`config.mk`:
```
export PLATFORM = sky130hd
export DESIGN_NAME = pbs_div
export DESIGN_NICKNAME = d
export VERILOG_FILES = /design/src/hdl/pbs_div.sv
export SDC_FILE = /design/constraint.sdc
export NUM_CORES = 1
export LEC_CHECK = 0
export BUFFER_PORTS_ARGS = -buffer_cell sky130_fd_sc_hd__buf_2
export CORE_ASPECT_RATIO = 1.2
export CORE_MARGIN = 1.5
export CORE_UTILIZATION = 45
export DETAILED_ROUTE_END_ITERATION = 12
export GPL_TIMING_DRIVEN = 0
export PLACE_DENSITY = 0.73
export SYNTH_ARGS = -nofsm -noshare
export SYNTH_HDL_FRONTEND = slang
export SYNTH_SLANG_ARGS = --single-unit
```
`constraint.sdc`:
```
create_clock -name clk -period 6.6 [get_ports clk]
set_clock_uncertainty 0.15 [all_clocks]
set_input_delay 0.33 -clock clk [delete_from_list [all_inputs] [get_ports clk]]
set_output_delay 0.33 -clock clk [all_outputs]
set_load 0.1 [all_outputs]
```
`src/hdl/pbs_div.sv`:
```
// iterative restoring divider, signed numerator over unsigned divisor
// one quotient bit per cycle, truncates toward zero; no dependencies

module pbs_div #(
	parameter int NW = 33,
	parameter int DVW = 7
) (
	input  logic                 clk,
	input  logic                 arst_n,
	input  logic                 start,
	input  logic signed [NW-1:0] num,
	input  logic [DVW-1:0]       den,
	output logic                 done,
	output logic signed [NW-1:0] quo
);

	localparam int KW = $clog2(NW + 1);

	logic [NW-1:0] q_q;
	logic [DVW:0] r_q, r_sh, den_x;
	logic [DVW-1:0] den_q;
	logic [KW-1:0] cnt_q;
	logic neg_q, busy_q, done_q, ge;

	assign den_x = {1'b0, den_q};
	assign r_sh = {r_q[DVW-1:0], q_q[NW-1]};
	assign ge = r_sh >= den_x;

	always_ff @(posedge clk or negedge arst_n) begin
		if (!arst_n) begin
			q_q <= '0;
			r_q <= '0;
			den_q <= '0;
			cnt_q <= '0;
			neg_q <= 1'b0;
			busy_q <= 1'b0;
			done_q <= 1'b0;
		end else begin
			done_q <= 1'b0;
			if (start) begin
				q_q <= (num < 0) ? NW'(-num) : NW'(num);
				neg_q <= num < 0;
				den_q <= den;
				r_q <= '0;
				cnt_q <= '0;
				busy_q <= 1'b1;
			end else if (busy_q) begin
				q_q <= {q_q[NW-2:0], ge};
				r_q <= ge ? (r_sh - den_x) : r_sh;
				cnt_q <= cnt_q + KW'(1);
				if (cnt_q == KW'(NW - 1)) begin
					busy_q <= 1'b0;
					done_q <= 1'b1;
				end
			end
		end
	end

	assign done = done_q;
	assign quo = neg_q ? -signed'(q_q) : signed'(q_q);

endmodule

```
==> metrics.md <==
| Metric | Value |
|---|---|
| Status | `finished clean` |
| Crit path kind | `flop to output port` |
| Asr flop ratio synth | `100%` |
| H-tree depth | `2` |
| Final wirelength | `11400 microns` |
| Hold_ws | `0.0781 ns` |
| Syn Std Cell Area | `4170 sq um` |
| CTS buffer count | `5` |
| Final cell count without fillers | `684` |
| Avg WL per Cell | `16.6 microns` |
| Die Footprint | `9860 sq um` |
| Drt first-iter violations | `231` |
| Number of core rows | `38` |
| Io pins | `77` |
| Req. time, crit path | `6.12 ns` |
| Min Tclk post-route | `3.63 ns` |
| Final Max Slew Viols | `0` |
| Sequential element share of the synthesized area | `33.6%` |
| CP max FO | `6` |
| Ranking of synthesized cells by area | `dfrtp_1, xnor2_1, xor2_1, a211oi_1, nor2b_1` |
| Clock sink count | `56` |
| Antenna violations before repair | `0` |
| Root Driver | `clkbuf_8` |
| Power density over cell area | `309 nW/um^2` |
| Tot Pwr | `0.00150 W` |
| CP Launch Type | `flop` |
| Wire length of the first global-routing pass | `18500 microns` |
| Via total after detailed routing | `3969` |
| Fin crit share | `55.0%` |
| Crit path arrival time | `3.15 ns` |
| Unique cell type count in the Yosys netlist | `46` |
| Leakage | `2.03 nW` |
| Syn_nets | `535` |
| Sequential fraction of design power | `30.3%` |
| RSZ-0062 raised after global routing | `false` |
| Post-synth EDFFs | `0` |
| Total of warnings raised by yosys | `0` |
| Vias in the first global route | `3853` |
| Count leader, synth | `dfrtp_1` |
| Worst skew pair latency | `0.31 ns` |
| Sw frac | `50.2%` |
| Initial core utilization | `46.2%` |
| # setup viols final | `0` |
| Fill cells | `891` |
| Via density | `5.80` |
| Layout cells sized above 1 | `17.0%` |
| DRT Pass-1 Iters | `4` |
| Post-synth top cells | `dfrtp_1, xnor2_1, a21oi_1, o21ai_0, xor2_1` |
| ANT cells | `0` |
| Grt ovf | `0` |
| Logic pwr share | `53.0%` |
| Syn avg cell area | `8.69 sq um` |
| Horiz. Die Dim | `90.9 microns` |
| Rel. slew slack | `51.6%` |
| CTS tree | `built` |
| GPL Wtd Cong | `0.896` |
| Antenna viol nets, final | `0` |
| PortBufs | `75` |
| Synth Instances | `480` |
| Setup ws final | `2.97 ns` |
| Placed cells | `675` |
| Worst-path clk slew | `0.10 ns` |
| Max cap viols | `0` |
| Pin count of the biggest net entering global routing | `57` |
| Hold Path Class | `input port to flop` |
| Synth top area share | `33.6%` |
| Fin. Hold Viols | `0` |
| Total internal power | `0.000744 W` |
| Fmax | `0.275 GHz` |
| Post-layout nets | `618` |
| Die height | `108 microns` |
| Largest area contributor in the netlist | `dfrtp_1` |
| CORE AREA | `9030 sq um` |
| Switching power | `0.000751 W` |
| DRC viols | `0` |
| Peak VDD IR | `0.196 mV` |
| Critical Path Sink Type | `output port` |
| Area grow syn2layout | `15.9%` |
| Post-synthesis register bit count | `56` |
| CTS Buffer Depth | `2` |
| Clk pwr share | `16.7%` |
| Hpwl dp | `8680 microns` |
| TNS Setup | `0 ns` |
| Worst slack at placement | `3.37 ns` |
| Synth Flop Type | `dfrtp_1` |
| Gr usage total | `23.6%` |
| Pin slew with the least headroom to its limit | `0.726 ns` |
[state kept, by name, summed over array words and instances, names as in the netlist]
register / cells
den_q: 7
neg_q: 1
r_q: 7
cnt_q: 6
done: 1
q_q: 33
busy_q: 1
[worst max-delay path, stage by stage (launching register included)]
cell and delay (ns):
dfrtp_1 0.44, or4_1 0.58, nor3_2 0.31, nand4_1 0.44
o31ai_1 0.40, xnor2_1 0.20, buf_2 0.47
[metrics by stage]
stage / util (%) / instance area (sq um)
CTS: 53.4 / 4820
floorplan: - / 4170
global route: 53.5 / 4840
global placement: 52.0 / 4700
detailed placement: 52.0 / 4700
finish: 53.5 / 4840
[cell usage in the layout, fill, tap and decap left out, types with 3 or more instances in the layout]
cell type,synthesis,routed
nand3_1,5,5
nor3_1,7,7
buf_2,0,74
or4_1,5,5
or2_2,3,3
a31oi_1,4,4
clkbuf_8,0,7
mux2i_1,13,13
ha_1,11,11
nand4_1,6,6
xnor2_1,36,36
nor2b_1,26,26
xor2_1,32,32
inv_1,18,18
nand2b_1,6,6
o41ai_1,14,14
or3_1,9,9
o31ai_1,21,21
nor4_1,5,5
clkbuf_1,27,27
a21oi_1,32,32
o21ai_0,32,32
dfrtp_1,56,56
nand2_1,30,30
a211oi_1,31,31
nor2_1,22,22
[final timing paths]
kind                           from        to  slack, ns  cells after the start
hold reg to reg            den_q[3]  den_q[3]       0.39                      2
max in group asynchronous    arst_n    q_q[1]       5.36                      2
setup / recovery             q_q[8]   quo[32]       2.97                      6
min in group asynchronous    arst_n  cnt_q[3]       0.46                      2
setup reg to reg            q_q[32]    r_q[4]       3.72                     10
hold / removal               den[2]  den_q[2]       0.08                      3
[cells by family (layout without fill, tap and decap cells)]
| group | Yosys count | in the layout | synth area share, % |
|---|---|---|---|
| multiplexers | 15 | 15 | 3.66 |
| buffers and inverters | 49 | 133 | 4.53 |
| AO/OA/AOI/OAI | 146 | 146 | 22.9 |
| XOR/XNOR | 68 | 68 | 14.3 |
| AND/OR/NAND/NOR | 134 | 134 | 17.2 |
| flip-flops | 56 | 56 | 33.6 |
| adder cells (fa/ha/maj) | 12 | 12 | 3.78 |
[routing by layer]
| metal | routed length (microns) | up-vias | GRT usage, % | part of all wire [%] |
|---|---|---|---|---|
| li1 | - | 1909 | - | - |
| met1 | 4670 | 1902 | 28.8 | 41 |
| met2 | 5730 | 135 | 43.2 | 50 |
| met3 | 674 | 23 | 2.81 | 5.9 |
| met4 | 278 | 0 | 7.70 | 2.4 |
| met5 | 0 | - | 0 | 0 |
[power by group through the flow]
| stage | Clock [W] | Combinational (W) | Sequential [W] |
|---|---|---|---|
| after floorplan | 0 | 0.000655 | 0.000441 |
| after global placement | 0 | 0.000780 | 0.000456 |
| after detailed placement | 0 | 0.000789 | 0.000458 |
| after CTS | 0.000251 | 0.000794 | 0.000452 |
| after global routing | 0.000264 | 0.000843 | 0.000460 |
| final | 0.000249 | 0.000793 | 0.000454 |
[timing repair]
action / 4_1_cts / 5_1_grt
resized for setup: 0 / 0
hold buffers: 0 / 1
endpoints found under the setup margin: 0 / 0
buffers inserted: 0 / 0
endpoints found under the hold margin: 0 / 22
[final cells by class]
class	count	area (sq um)	share of cell area (%)
buffer	31	121	2.51
clock buffer	7	96.3	1.99
clock inverter	1	30.0	0.621
inverter	18	67.6	1.40
multi-input combinational	375	2580	53.4
sequential	56	1400	29.0
tap	120	150	3.10
timing repair buffer	76	388	8.02
(Power assumes the default switching activity.)
