**src/hdl/pbs_pkg.sv**
```systemverilog
// shared types, constants and the arctangent table for the polygon boundary store
// no dependencies; imported by pbs_cordic, polygon_boundary_store and the testbench

package pbs_pkg;

	localparam int MAX_POINTS_DEF = 64;
	localparam int CORDIC_STEPS_DEF = 14;
	localparam int MIN_POLY = 3;

	localparam logic [2:0] OP_ADD       = 3'd0;
	localparam logic [2:0] OP_REMOVE    = 3'd1;
	localparam logic [2:0] OP_CLEAR     = 3'd2;
	localparam logic [2:0] OP_INSIDE    = 3'd3;
	localparam logic [2:0] OP_DIRECTION = 3'd4;

	localparam logic [15:0] HALF_TURN = 16'h8000;
	localparam logic signed [23:0] MEAN_MAX = 24'sh7FFFFF;
	localparam logic signed [23:0] MEAN_MIN = 24'sh800000;

	typedef struct packed {
		logic [2:0]         operation;
		logic signed [15:0] px;
		logic signed [15:0] py;
		logic signed [15:0] pz;
		logic [5:0]         index;
		logic signed [15:0] heading;
	} cmd_t;

	typedef struct packed {
		logic               ok;
		logic               inside_res;
		logic               inwards;
		logic [6:0]         vertex_count;
		logic signed [23:0] z_average;
	} rsp_t;

	typedef struct packed {
		logic signed [15:0] x;
		logic signed [15:0] y;
	} vtx_t;

	// binary angle of atan(2^-i), 32768 units to a half turn
	function automatic logic [15:0] atan_ent(input logic [4:0] i);
		logic [15:0] r;
		case (i)
			5'd0:  r = 16'd8192;
			5'd1:  r = 16'd4836;
			5'd2:  r = 16'd2555;
			5'd3:  r = 16'd1297;
			5'd4:  r = 16'd651;
			5'd5:  r = 16'd326;
			5'd6:  r = 16'd163;
			5'd7:  r = 16'd81;
			5'd8:  r = 16'd41;
			5'd9:  r = 16'd20;
			5'd10: r = 16'd10;
			5'd11: r = 16'd5;
			5'd12: r = 16'd3;
			5'd13: r = 16'd1;
			5'd14: r = 16'd1;
			default: r = 16'd0;
		endcase
		return r;
	endfunction

endpackage

```
**src/hdl/pbs_cordic.sv**
```systemverilog
// iterative cordic vectoring unit giving the 16-bit binary angle of a vector
// one rotation step per cycle; uses pbs_pkg for the arctangent table

module pbs_cordic import pbs_pkg::*; #(
	parameter int DW = 25,
	parameter int STEPS = CORDIC_STEPS_DEF
) (
	input  logic                 clk,
	input  logic                 arst_n,
	input  logic                 start,
	input  logic signed [DW-1:0] dx,
	input  logic signed [DW-1:0] dy,
	output logic                 done,
	output logic [15:0]          angle
);

	localparam int IW = DW + 2;
	localparam int SW = $clog2(STEPS + 1);

	logic signed [IW-1:0] x_q, y_q, xs, ys;
	logic [15:0] acc_q;
	logic [SW-1:0] step_q;
	logic busy_q, done_q;

	assign xs = x_q >>> step_q;
	assign ys = y_q >>> step_q;

	always_ff @(posedge clk or negedge arst_n) begin
		if (!arst_n) begin
			x_q <= '0;
			y_q <= '0;
			acc_q <= '0;
			step_q <= '0;
			busy_q <= 1'b0;
			done_q <= 1'b0;
		end else begin
			done_q <= 1'b0;
			if (start) begin
				busy_q <= 1'b1;
				step_q <= '0;
				if (dx < 0) begin
					x_q <= -(IW'(dx));
					y_q <= -(IW'(dy));
					acc_q <= HALF_TURN;
				end else begin
					x_q <= IW'(dx);
					y_q <= IW'(dy);
					acc_q <= '0;
				end
			end else if (busy_q) begin
				if (y_q == '0 || step_q == SW'(STEPS)) begin
					busy_q <= 1'b0;
					done_q <= 1'b1;
				end else begin
					step_q <= step_q + SW'(1);
					if (y_q > 0) begin
						x_q <= x_q + ys;
						y_q <= y_q - xs;
						acc_q <= acc_q + atan_ent(5'(step_q));
					end else begin
						x_q <= x_q - ys;
						y_q <= y_q + xs;
						acc_q <= acc_q - atan_ent(5'(step_q));
					end
				end
			end
		end
	end

	assign done = done_q;
	assign angle = acc_q;

endmodule

```
**config.mk**
```make
export PLATFORM = sky130hd
export DESIGN_NAME = pbs_cordic
export DESIGN_NICKNAME = d
export VERILOG_FILES = /design/src/hdl/pbs_pkg.sv /design/src/hdl/pbs_cordic.sv
export SDC_FILE = /design/constraint.sdc
export NUM_CORES = 1
export LEC_CHECK = 0
export CAP_MARGIN = 20
export CORE_MARGIN = 5
export CORE_UTILIZATION = 55
export DETAILED_ROUTE_END_ITERATION = 8
export DONT_BUFFER_PORTS = 1
export PLACE_DENSITY = 0.67
export SLEW_MARGIN = 15
export SYNTH_ARGS = -nofsm -noshare
export SYNTH_HDL_FRONTEND = slang
export SYNTH_SLANG_ARGS = --single-unit
```
**constraint.sdc**
```tcl
create_clock -name clk -period 7.4 [get_ports clk]
set_input_delay 0.74 -clock clk [delete_from_list [all_inputs] [get_ports clk]]
set_output_delay 0.74 -clock clk [all_outputs]
set_load 0.02 [all_outputs]
```
==> summary.md, run 1 <==
STA classifies the critical path endpoint as a register. The post-synthesis net count was 1,748. The area growth from synthesis to layout works out to 2.87%. The wire-length estimate of the detail-placed layout is 29.5 mm. At the worst endpoint, the arrival time is 6.62 ns. After layout, the minimum clock period comes to 6.35 ns. After synthesis, flip-flops and latches occupy 14.9% of the total area. Number of clock sinks: 76. At the worst endpoint, the required time is 7.68 ns.

After floorplanning, the core was divided into 55 placement rows. The number of DRC markers after the initial detailed-route iteration is 1,157. After clock tree synthesis, the flow added hold-fix buffers numbering 0. Setup repair after global routing left no endpoint under its margin. Dividing the detail-routed wire length by the instance count gives 21.1 um.

The delay of the slowest cell on the worst path is 1.10 ns. Traced cell by cell, the critical path runs through buf_4 -> mux2_2 -> mux2i_1 -> nand3_1 -> a21boi_1 -> a32oi_1 -> nor2_1 -> and2_1 -> nor4_1 -> a21oi_1 -> o32ai_1 -> ha_1 -> and3_1 -> nor2b_1 -> a31o_2 -> a31oi_1 -> a31oi_1 -> a31oi_1 -> o21ai_0 -> xor2_1 -> or3_1 -> a21oi_1. TritonCTS built the clock tree. After synthesis the netlist holds a flip-flop and latch count of 76.

In the post-synthesis netlist, the biggest area contributors are sky130_fd_sc_hd__dfrtp_1, sky130_fd_sc_hd__ha_1, sky130_fd_sc_hd__mux4_2. 70 I/O pins were placed. The worst hold-check slack was 0.0678 ns; the worst-case clock skew was 0.0127 ns.

The logs give 0.00191 mm2 for the storage element area and 158 MHz for the maximum achievable frequency. The area of the die came out at 0.0264 mm2. The total buffers and inverters traversed by the critical path was 1. The via count of the first global-routing pass came out at 11,584.

Clock tree synthesis inserted a total of 9 buffers. For the worst-case setup margin in the final layout, the log shows 1.05 ns. The number of antenna violations at the first check in global routing is 0, and the final count of hold timing violations is 0. By count the netlist is led by sky130_fd_sc_hd__nand2_1, sky130_fd_sc_hd__a21oi_1, sky130_fd_sc_hd__o21ai_0. The run gives 89 as the count of cell types in the netlist. Headroom to the max-slew limit came out at 31.4%. The fraction of synthesis flops using an asynchronous set or reset pin came out at 100%. The run gives 0 as the number of diodes added for antenna fixing. The run finished with clean final reports. In this run the mean area of a mapped cell was 7.93 um2. The post-route antenna net violation count was 0; the number of gates given a new drive strength after cts was 0.

Across the run, the number of max-cap violations was 0. Cell at the slowest stage of the critical path: sky130_fd_sc_hd__dfrtp_4. The cell type group with the largest total delay on the critical path is compound AO/OA/AOI/OAI gates. The global-route wire length before repair was 63.4 mm; the aggregate negative setup slack was 0 ns.

The logs give 12,223 for the total number of vias and 2 for the largest buffer count on any clock path. In this run the number of H-tree levels came out at 3. Input and output buffers added on the ports amount to 0.

The aggregate global routing overflow was 0; the share of cells above drive strength 1 was 10.6%. Dominant register cell in the synthesized netlist: sky130_fd_sc_hd__dfrtp_1. Largest driver fanout on the critical path: 73. The source-to-sink clock delay at the later pin of the worst-skew pair is 0.36 ns. Entering global routing, the biggest net connects 113 pins. The tools report the cell count after synthesis as 1,611. The die is 162 um tall. The die is 162 um wide. In this design, the critical path's most frequently occurring cell is sky130_fd_sc_hd__a31oi_1. The worst setup path is launched from a register. Summed instance area of the synthesized netlist: 0.0128 mm2. The path category of the worst min-delay check was in2async. The Yosys step of the flow raised 0 warnings.

The share of Yosys cell area claimed by the top area cell type is 14.9%, and the final count of pins violating max slew is 0. The tree is rooted in a sky130_fd_sc_hd__clkbuf_16. For the multi-input logic area, the log shows 0.0102 mm2. The floorplan step defined a core boundary enclosing 0.0228 mm2. Using the TritonRoute via totals, the vias-per-cell ratio works out to 6.56. For this run, design rule violations remaining after detail routing come to 0. Yosys mapped a number of flops with a built-in enable equal to 0.

At the end of routability-driven placement, the weighted congestion stood at 1.01. The routed design has 39.4 mm of wire. After clock tree synthesis, the clock-pin slew on the worst setup and hold paths is 0.07 ns. The synthesized design spends more area on one cell type than any other, namely sky130_fd_sc_hd__dfrtp_1.

After filler insertion, the fill cell instance count of the layout stands at 2,177. The number of iterations in the first detailed-routing pass came out at 5. For the pin with the worst max-slew slack, the measured transition is 1.03 ns. The tools report the setup slack at placement as 1.14 ns.

The run gives 56.1% as the initial standard-cell utilization of the core. Once layout is complete, the utilization of the core stands at 57.7%. Dividing the final minimum period by the clock period gives 85.7%. The critical path is of the reg2reg type. Most common cell in the synthesized netlist: sky130_fd_sc_hd__nand2_1.

Buffers added to address setup during post-CTS repair amount to 0. The total routing resource utilization after global routing is 29.7%, and the number of nets in the finished design is 1,681. For the final setup violation count, the log shows 0.
## registers in the layout (all words and copies together), names as in the netlist
name / flops
y_q: 27
busy_q: 1
step_q: 4
angle: 16
done: 1
x_q: 27
## cells in the final DEF, fill, tap and decap left out, drive strengths merged, types with 12 or more instances in the layout
cell / synthesis / layout
nand2: 149 / 149
o21ai: 142 / 142
a21oi: 137 / 137
nor2: 127 / 127
ha: 81 / 81
dfrtp: 76 / 76
xnor2: 75 / 75
xor2: 71 / 71
mux2i: 63 / 63
a211oi: 52 / 52
mux2: 52 / 52
inv: 43 / 43
mux4: 42 / 42
nor3: 39 / 39
a21o: 38 / 38
a31oi: 27 / 27
nor2b: 23 / 23
buf: 50 / 20
nand3: 19 / 19
and2: 19 / 19
o31ai: 17 / 17
or3: 17 / 17
nand2b: 16 / 16
nor4: 15 / 15
or2: 15 / 15
o22ai: 14 / 14
or4: 12 / 12
clkbuf: 48 / 12
## layer usage
layer / up-vias / routed length, um / GRT usage, %
li1: 5869 / - / -
met2: 457 / 17700 / 48.1
met5: - / 0 / 0
met4: 0 / 1120 / 8.61
met3: 72 / 2840 / 4.86
met1: 5825 / 17700 / 41.0
## metrics by stage
stage	cells	area [um2]
finish	1862	13100
global route	1862	13100
CTS	1862	13100
detailed placement	1846	12800
global placement	1846	12800
floorplan	1611	12800
## path summary, 6_finish.rpt
check,cells past startpoint,end,start,slack [ns]
hold reg to reg,2,done,busy_q,0.59
setup / recovery,22,x_q[26],step_q[0],1.05
min in group clk,1,angle[3],start,0.45
hold / removal,0,x_q[6],arst_n,0.07
setup reg to reg,22,x_q[26],step_q[0],1.05
max in group asynchronous,0,step_q[0],arst_n,7.19
## logic make-up (layout without fill, tap and decap cells)
group / count (synthesis) / in the layout / share of synthesized area (%)
AND/OR/NAND/NOR: 480 / 480 / 18.3
flip-flops: 76 / 76 / 14.9
adder cells (fa/ha/maj): 84 / 84 / 8.40
XOR/XNOR: 146 / 146 / 10.0
multiplexers: 157 / 157 / 17.0
AO/OA/AOI/OAI: 527 / 527 / 26.1
buffers and inverters: 141 / 79 / 5.24
## worst register-to-register path: cells and delay by family, from the launching register on
kind	cells	cell delay (ns)
AO/OA/AOI/OAI	10	2.07
XOR/XNOR	1	0.18
multiplexers	2	0.70
buffers and inverters	1	0.45
adder cells (fa/ha/maj)	1	0.39
flip-flops	1	1.10
AND/OR/NAND/NOR	7	1.40
## cell type report
class	count	share of cell area (%)
inverters	43	1.23
flip-flops and latches	76	14.5
clock inverters	4	0.562
multi-input cells	1394	77.7
clock buffers	12	1.88
well taps	313	2.98
repair buffers	20	1.14
Power of run 1 is not shown: default switching activity piles up to over one toggle a cycle in this logic, so the estimate is an artifact.
==> run 2: changes to the inputs <==
ABC_AREA = 1   (was not set)
CORE_UTILIZATION = 50   (was 55)
PLACE_DENSITY = 0.62   (was 0.67)
==> run 2 against run 1 <==
Net effect: first-iteration DRC count is 26% higher; clock-buffer cell count is 2 lower; global-route usage is 0.49 points lower; synthesized cell count is 28% higher; sequential share of layout area is 0.56 points higher; critical endpoint is now y_q[24]; via count is 12% higher; worst setup slack better by 0.47 ns; routed wire length is 6.1% higher; non-clock buffer count is 5 lower; critical path depth is 5 higher.
==> summary.md, run 2 <==
The flow ran to the end, and the final reports show no timing, DRC or antenna violations. The launch point of the worst reg-to-reg path was step_q[1]. Setup slack at placement: 1.78 ns. From left edge to right edge, the die measures 166 um. Of the total synthesized cell area, the portion taken by XOR and XNOR cells is 5.87%. STA classifies the critical path startpoint as a register. The logs give 0.0122 mm2 for the summed instance area of the synthesized netlist and 2,207 for the post-synthesis net count. Setup repair after global routing left no endpoint under its margin. In the layout the commonest cells are sky130_fd_sc_hd__nand2_1, sky130_fd_sc_hd__nand3_1, sky130_fd_sc_hd__nor2_1. Dividing the detail-routed wire length by the instance count gives 17.8 um.

The run gives 0.00842 ns as the worst-case clock skew. In this run the worst path has a maximum fanout of 45. The slowest stage of the critical path is the sky130_fd_sc_hd__dfrtp_1 cell. The congestion estimate from routability-driven global placement came to 0.934. After synthesis, the largest family of logic cells by area is simple AND/OR/NAND/NOR gates.

TritonCTS built the clock tree. The synthesized netlist devotes 21.5% of its cell area to compound gates. The number of antenna violations at the first check in global routing was 1; the number of nets in the finished design was 2,147.

The logs give 77 for the largest net degree at the start of global routing and 1,459 for the number of DRC markers after the initial detailed-route iteration. No sink is reached through more buffers than the 2 on the longest clock path. Power spread over the standard cell area amounts to 576 mW/mm2. In this run, CTS created clock tree buffers numbering 9.

The logic depth of the worst register-to-register path was 27; the post-synthesis sequential element count was 76. The multiplexer fraction of the synthesized cell area is 0%, and the fraction of synthesis flops using an asynchronous set or reset pin is 100%. After floorplanning, the core was divided into 57 placement rows.

The library cell used most frequently in the layout, excluding fill and tap cells, is sky130_fd_sc_hd__nand2_1. Worst setup path startpoint: step_q[1]. Summing the areas of all and, or, nand and nor instances in the mapped netlist gives 38.5% of the synthesized area.

Together, buffers and inverters on the worst path number 4. Root buffer cell: sky130_fd_sc_hd__clkbuf_16. Counting the fill cells in the layout gives 2,603. Global-route wire length before repair: 66.4 mm.

The logs give 6 for the number of iterations in the first detailed-routing pass and 0 for the warning count from the yosys run. Pin placement for this block handled 70 I/O pins. Data on the critical path arrives at its endpoint at 6.10 ns. Number of buffers inserted by hold repair at cts: 0. For the pin with the worst max-slew slack, the measured transition is 0.907 ns. Derived from the worst setup path, the maximum achievable clock frequency is 170 MHz.

sky130_fd_sc_hd__nand2_1 is the most common cell in the netlist. The tools report the final setup violation count as 0. The tools report the number of gates given a new drive strength after cts as 0.

Port buffering added 0 buffers. After clock tree synthesis, the clock-pin slew on the worst setup and hold paths is 0.07 ns. The biggest area consumer among synthesized cells was sky130_fd_sc_hd__nand2_1. Setup slack on the worst reg-to-reg path comes out at 1.53 ns. Clock tree synthesis found a total of 76 sinks. Max-cap violations in this run came to 0.

Broken down by cell family, the worst path's largest delay share belongs to simple AND/OR/NAND/NOR gates. For this configuration, the core starts out at a cell density of 50.6%. The final critical path takes up 79.4% of the cycle. The tightest min-delay check is of the in2async type. In the post-synthesis netlist, the biggest area contributors are sky130_fd_sc_hd__nand2_1, sky130_fd_sc_hd__dfrtp_1, sky130_fd_sc_hd__nand3_1. For the via count of the first global-routing pass, the log shows 12,429. The endpoint identified for the worst register-to-register timing path is y_q[24]. For the required arrival time at the worst endpoint, the log shows 7.62 ns.

The number of diodes added for antenna fixing was 0; the share of cells above drive strength 1 was 6.45%. The critical path class was reg2reg. The register area share after synthesis came out at 15.5%. The run gives 13,634 as the total number of vias.

The tools report the area of the die as 0.0277 mm2. Leakage component of the power: 6.20 nW. The shortest period the worst path allows is 5.87 ns, and the aggregate negative setup slack is 0 ns. The run gives 0 as the buffers inserted during post-CTS setup optimization. Clock latency on the worst-skew pair, taken at its later pin, is 0.37 ns. A synthesized cell averages 5.91 um2. Post-route antenna net violation count: 0. The commonest cells after synthesis are sky130_fd_sc_hd__nand2_1, sky130_fd_sc_hd__nand3_1, sky130_fd_sc_hd__nor2_1. Setup slack on the critical path of the routed design comes to 1.53 ns.

The count of cell types in the netlist was 59; the die height was 166 um. Global routing consumed, over all layers together, 29.2% of the routing resources. The most used flip-flop cell after synthesis is sky130_fd_sc_hd__dfrtp_1.

The run gives 39.4% as the worst max-slew margin expressed relative to the limit. Counting stages on the worst path, the most repeated cell is sky130_fd_sc_hd__nand2_1. The clock tree synthesis step divided the H-tree into 3 levels. After legalization and detailed placement, the total HPWL measured 32.4 mm. The average vias per placed instance was 5.83.

The share of Yosys cell area claimed by the top area cell type is 16.2%. The share of the core filled with cells was 52.2%. The adder and majority gate portion of the synthesized area is 8.78%. Yosys mapped a number of flops with a built-in enable equal to 0. Final count of hold timing violations: 0. The endpoint kind of the worst setup timing path was a register.

The core region is 0.0242 mm2. Across the VDD grid, the largest voltage drop is 0.000213 V. Global routing finished with a remaining overflow of 0. In the routed design, unresolved DRC markers number 0. The area growth from synthesis to layout is 3.12%, and the cell count after synthesis is 2,070. The delay of the slowest cell on the worst path works out to 0.86 ns.

Final count of pins violating max slew: 0. After detailed routing, the total wire length is 41.7 mm.
[run 2: cell count changes after synthesis, sizes merged, moves of 63 or more]
cell   previous run  this run
nor2            127       204
mux2i            63         0
inv              43       201
nand3            19       239
nand2           149       556
[run 2: layer usage]
layer  vias up  GRT usage [%]  part of all wire [%]
li1       6846              -                     -
met1      6206           42.4                    48
met2       512           43.7                    42
met3        68           5.64                   8.0
met4         2           9.04                   2.5
met5         -              0                 0.031
[run 2: layout make-up]
class,count,area (um2),share of cell area (%)
Timing Repair Buffer,15,113,0.893
Clock inverter,6,63.8,0.506
Inverter,201,754,5.98
Tap cell,324,405,3.21
Sequential cell,76,1900,15.1
Multi-Input combinational cell,1707,9140,72.4
Clock buffer,10,239,1.89
[run 2: stage by stage]
step	hold slack [ns]	instances	cell area (um2)	total power, W
CTS	0.0443	2339	12600	0.00721
global route	0.0456	2339	12600	0.00808
floorplan	0.444	2070	12200	0.00536
global placement	0.447	2323	12300	0.00668
finish	0.0566	2339	12600	0.00727
detailed placement	0.446	2323	12300	0.00668
[run 2: worst reg2reg max path, stage by stage (launching register included)]
cell                       delay [ns]
sky130_fd_sc_hd__dfrtp_1         0.86
sky130_fd_sc_hd__inv_2           0.55
sky130_fd_sc_hd__nor2_2          0.53
sky130_fd_sc_hd__nand3_1         0.12
sky130_fd_sc_hd__o211ai_1        0.12
sky130_fd_sc_hd__nand2_1         0.07
sky130_fd_sc_hd__nand2_1         0.10
sky130_fd_sc_hd__inv_1           0.06
sky130_fd_sc_hd__ha_1            0.22
sky130_fd_sc_hd__nand3b_4        0.09
sky130_fd_sc_hd__nor2_4          0.05
sky130_fd_sc_hd__nand2_2         0.10
sky130_fd_sc_hd__nor2_4          0.05
sky130_fd_sc_hd__inv_2           0.07
sky130_fd_sc_hd__nor3_4          0.05
sky130_fd_sc_hd__a21oi_1         0.16
sky130_fd_sc_hd__xnor2_1         0.14
sky130_fd_sc_hd__inv_1           0.06
sky130_fd_sc_hd__ha_1            0.34
sky130_fd_sc_hd__nand2_1         0.14
sky130_fd_sc_hd__nor4_1          0.78
sky130_fd_sc_hd__nand4_1         0.34
sky130_fd_sc_hd__nand3_1         0.31
sky130_fd_sc_hd__nand2_1         0.09
sky130_fd_sc_hd__o211ai_1        0.11
sky130_fd_sc_hd__a21oi_1         0.08
sky130_fd_sc_hd__o21ai_0         0.08
sky130_fd_sc_hd__a22oi_1         0.09
[run 2: where the power goes]
group	total [W]	switching (W)	internal [W]	leakage (nW)
Sequential	0.000997	0.000378	0.000619	0.920
Clock	0.000484	0.000213	0.000270	0.144
Combinational	0.00579	0.00368	0.00211	5.13
[run 2: logic make-up (layout without fill, tap and decap cells)]
kind of cell | Yosys count | after routing
simple gates | 1071 | 1071
compound gates | 470 | 470
buf+inv | 287 | 232
fa+ha+maj | 84 | 84
xor+xnor | 82 | 82
flops | 76 | 76
[run 2: worst max-delay path by stage]
stage	to	cells after the start	slack, ns
5_1_grt	y_q[24]	27	1.11
2_1_floorplan	y_q[15]	25	3.61
6_report	y_q[24]	27	1.53
4_1_cts	y_q[24]	27	1.78
3_3_place_gp	y_q[24]	27	1.84
3_5_place_dp	y_q[24]	27	1.78
Note: power is estimated with default switching activity, not from simulation.
==> run 3: changes to the inputs <==
PLACE_DENSITY = 0.65   (was 0.62)
clock period = 5.3 ns   (was 7.4 ns; I/O delays follow)
==> run 3 against run 2 <==
Net effect: global-route usage decreased by 0.50 points; routed wire length decreased by 1.3%; critical path depth increased by 2; cell area increased by 1.3%; largest power group unchanged; sequential power increased by 34%.
==> summary.md, run 3 (synthesis gave the netlist of run 2 again) <==
The total buffers and inverters traversed by the critical path is 5. Delay of the slowest cell on the worst path: 0.42 ns. The first global-routing pass estimated 65.9 mm of wire. The number of inserted filler cells in the final layout was 2,596.

TritonCTS built the clock tree. Cell at the slowest stage of the critical path: sky130_fd_sc_hd__dfrtp_1. The flow ran to the end, and the final reports show no timing, DRC or antenna violations.

The tools report the max-cap violation count as 0. The average vias per placed instance was 5.84; the worst-case clock skew was 0.00864 ns. The clock drives 76 sinks.

Remaining design rule violation count: 0. STA classifies the critical path endpoint as a register. STA classifies the critical path startpoint as a register. For the placeable core region, the log shows 0.0242 mm2.

Counting along the longest clock path gives a buffer depth of 2. The total routing resource utilization after global routing is 28.7%. STA puts the critical path data required time at 5.58 ns. The routed layout has 13,698 vias. Aggregate global routing overflow: 0.

The count of standard-cell rows is 57, and the sum of routed wire length over all layers is 41.2 mm. Path category of the worst min-delay check: in2async. The detailed router finished its first iteration with 1,291 violations. Setup total negative slack on the finished layout was measured at 0 ns. The critical path starts at step_q[1].

The most common cell after layout, fill and taps aside is sky130_fd_sc_hd__nand2_1. The H-tree was split into 3 levels. The tools report the root buffer cell as sky130_fd_sc_hd__clkbuf_16. The initial utilization of the core area, before any placement, comes to 50.6%.

At the end of the flow, the number of nets in the layout was 2,156. Cell type group with the largest total delay on the critical path: simple AND/OR/NAND/NOR gates. The post-route antenna net violation count came out at 0. The worst setup path is of the reg2reg kind.

The top cell types in the final layout, fill and taps aside, are sky130_fd_sc_hd__nand2_1, sky130_fd_sc_hd__nand3_1, sky130_fd_sc_hd__nor2_1. By instance count, the cell type seen most on the critical path is sky130_fd_sc_hd__a21oi_1. The detailed-placement wirelength estimate was 32.0 mm.

Number of standard cells in the final layout excluding fillers: 2,347. The areal power density over the cells was 806 mW/mm2; the final weighted congestion in routability-driven placement was 0.986. Slew at the pin with the worst max-slew slack: 0.853 ns.

The worst register-to-register path begins at step_q[1]. At the later pin of the worst-skew pair, clock insertion delay measures 0.36 ns. Setup repair after global routing left no endpoint under its margin.

The die covers 0.0277 mm2. The tools report the final count of hold timing violations as 0. Static timing analysis puts the maximum clock frequency at 209 MHz. In this run, CTS created clock tree buffers numbering 9.

The number of buffers added on ports is 0, and the final critical-path share of the clock period is 90.2%. Of all nets on the critical path, the largest fanout is 32. The die height was 166 um; the number of diodes added for antenna fixing was 0.

Multi-input logic area: 0.00914 mm2. For the largest net degree at the start of global routing, the log shows 77. The shortest period the worst path allows is 4.78 ns.

For this run, the share of the core covered by cells in the final layout is 52.8%. Summed over all cells, the static leakage comes to 6.28 nW. Setup violations remaining at the end of the flow were counted as 0. Cells with a size suffix above 1 make up 6.92% of the layout. The worst vdd rail ir drop is 0.000342 V. For the number of iterations in the first detailed-routing pass, the log shows 7. The storage element area is 0.00190 mm2, and the via count of the first global-routing pass is 12,632. After clock tree synthesis, the clock-pin slew on the worst setup and hold paths is 0.07 ns.

Pin placement for this block handled 70 I/O pins. The count of placed standard cells including taps came out at 2,331. The area growth from synthesis to layout came out at 4.42%.

The tools report the worst max-slew margin expressed relative to the limit as 43.0%. The floorplan step set the die width to 166 um. The detailed-route wire length per cell is 17.6 um. The number of antenna violations at the first check in global routing is 0. The final count of pins violating max slew is 0. The tools report the arrival time of the worst setup path as 5.06 ns.
## run 3: cell types whose count changed in the layout (fill, tap and decap cells not counted), sizes merged
| cell | previous run | this run |
|---|---|---|
| clkinvlp | 2 | 0 |
| buf | 15 | 24 |
| bufinv | 1 | 3 |
| clkinv | 3 | 2 |
## run 3: repair_timing
item,4_1_cts,5_1_grt
resized for setup,0,4
buffers inserted,0,0
hold buffers,1,0
setup endpoints to repair,0,1
endpoints found under the hold margin,76,0
## run 3: worst paths after layout
kind	cells after the start	endpoint	slack (ns)
worst max-delay path	29	y_q[25]	0.52
worst min-delay path	1	angle[2]	0.07
worst max register to register	29	y_q[25]	0.52
worst min register to register	2	x_q[0]	0.50
max in group asynchronous	1	y_q[6]	4.89
min in group clk	1	done	0.28
## run 3: report_power, final
part	total, W	switching (W)	internal (W)
Clock	0.000753	0.000283	0.000470
Combinational	0.00820	0.00523	0.00297
Sequential	0.00134	0.000476	0.000866
Total	0.0103	0.00599	0.00431
## run 3: area by class of cell
| class | instances | share of cell area [%] |
|---|---|---|
| well taps | 324 | 3.17 |
| clock buffers | 10 | 1.87 |
| inverters | 201 | 5.93 |
| repair buffers | 24 | 1.76 |
| multi-input cells | 1707 | 71.6 |
| clock inverters | 5 | 0.784 |
| flip-flops and latches | 76 | 14.9 |
## run 3: per-stage QoR
step / total power, W / setup slack (ns) / hold slack [ns] / area (um2)
2_1_floorplan: 0.00748 / 1.51 / 0.234 / 12200
3_3_place_gp: 0.00926 / 0.531 / 0.238 / 12400
3_5_place_dp: 0.00931 / 0.500 / 0.238 / 12400
4_1_cts: 0.0101 / 0.493 / 0.0886 / 12800
5_1_grt: 0.0114 / 0.110 / 0.0999 / 12800
6_report: 0.0103 / 0.521 / 0.0738 / 12800
## run 3: routing by layer
layer	share of wire [%]	wire length [um]	track usage, %
met2	43	17900	44.7
met1	46	19000	40.3
met5	0	0	0
met3	7.7	3180	5.62
met4	2.6	1080	8.43
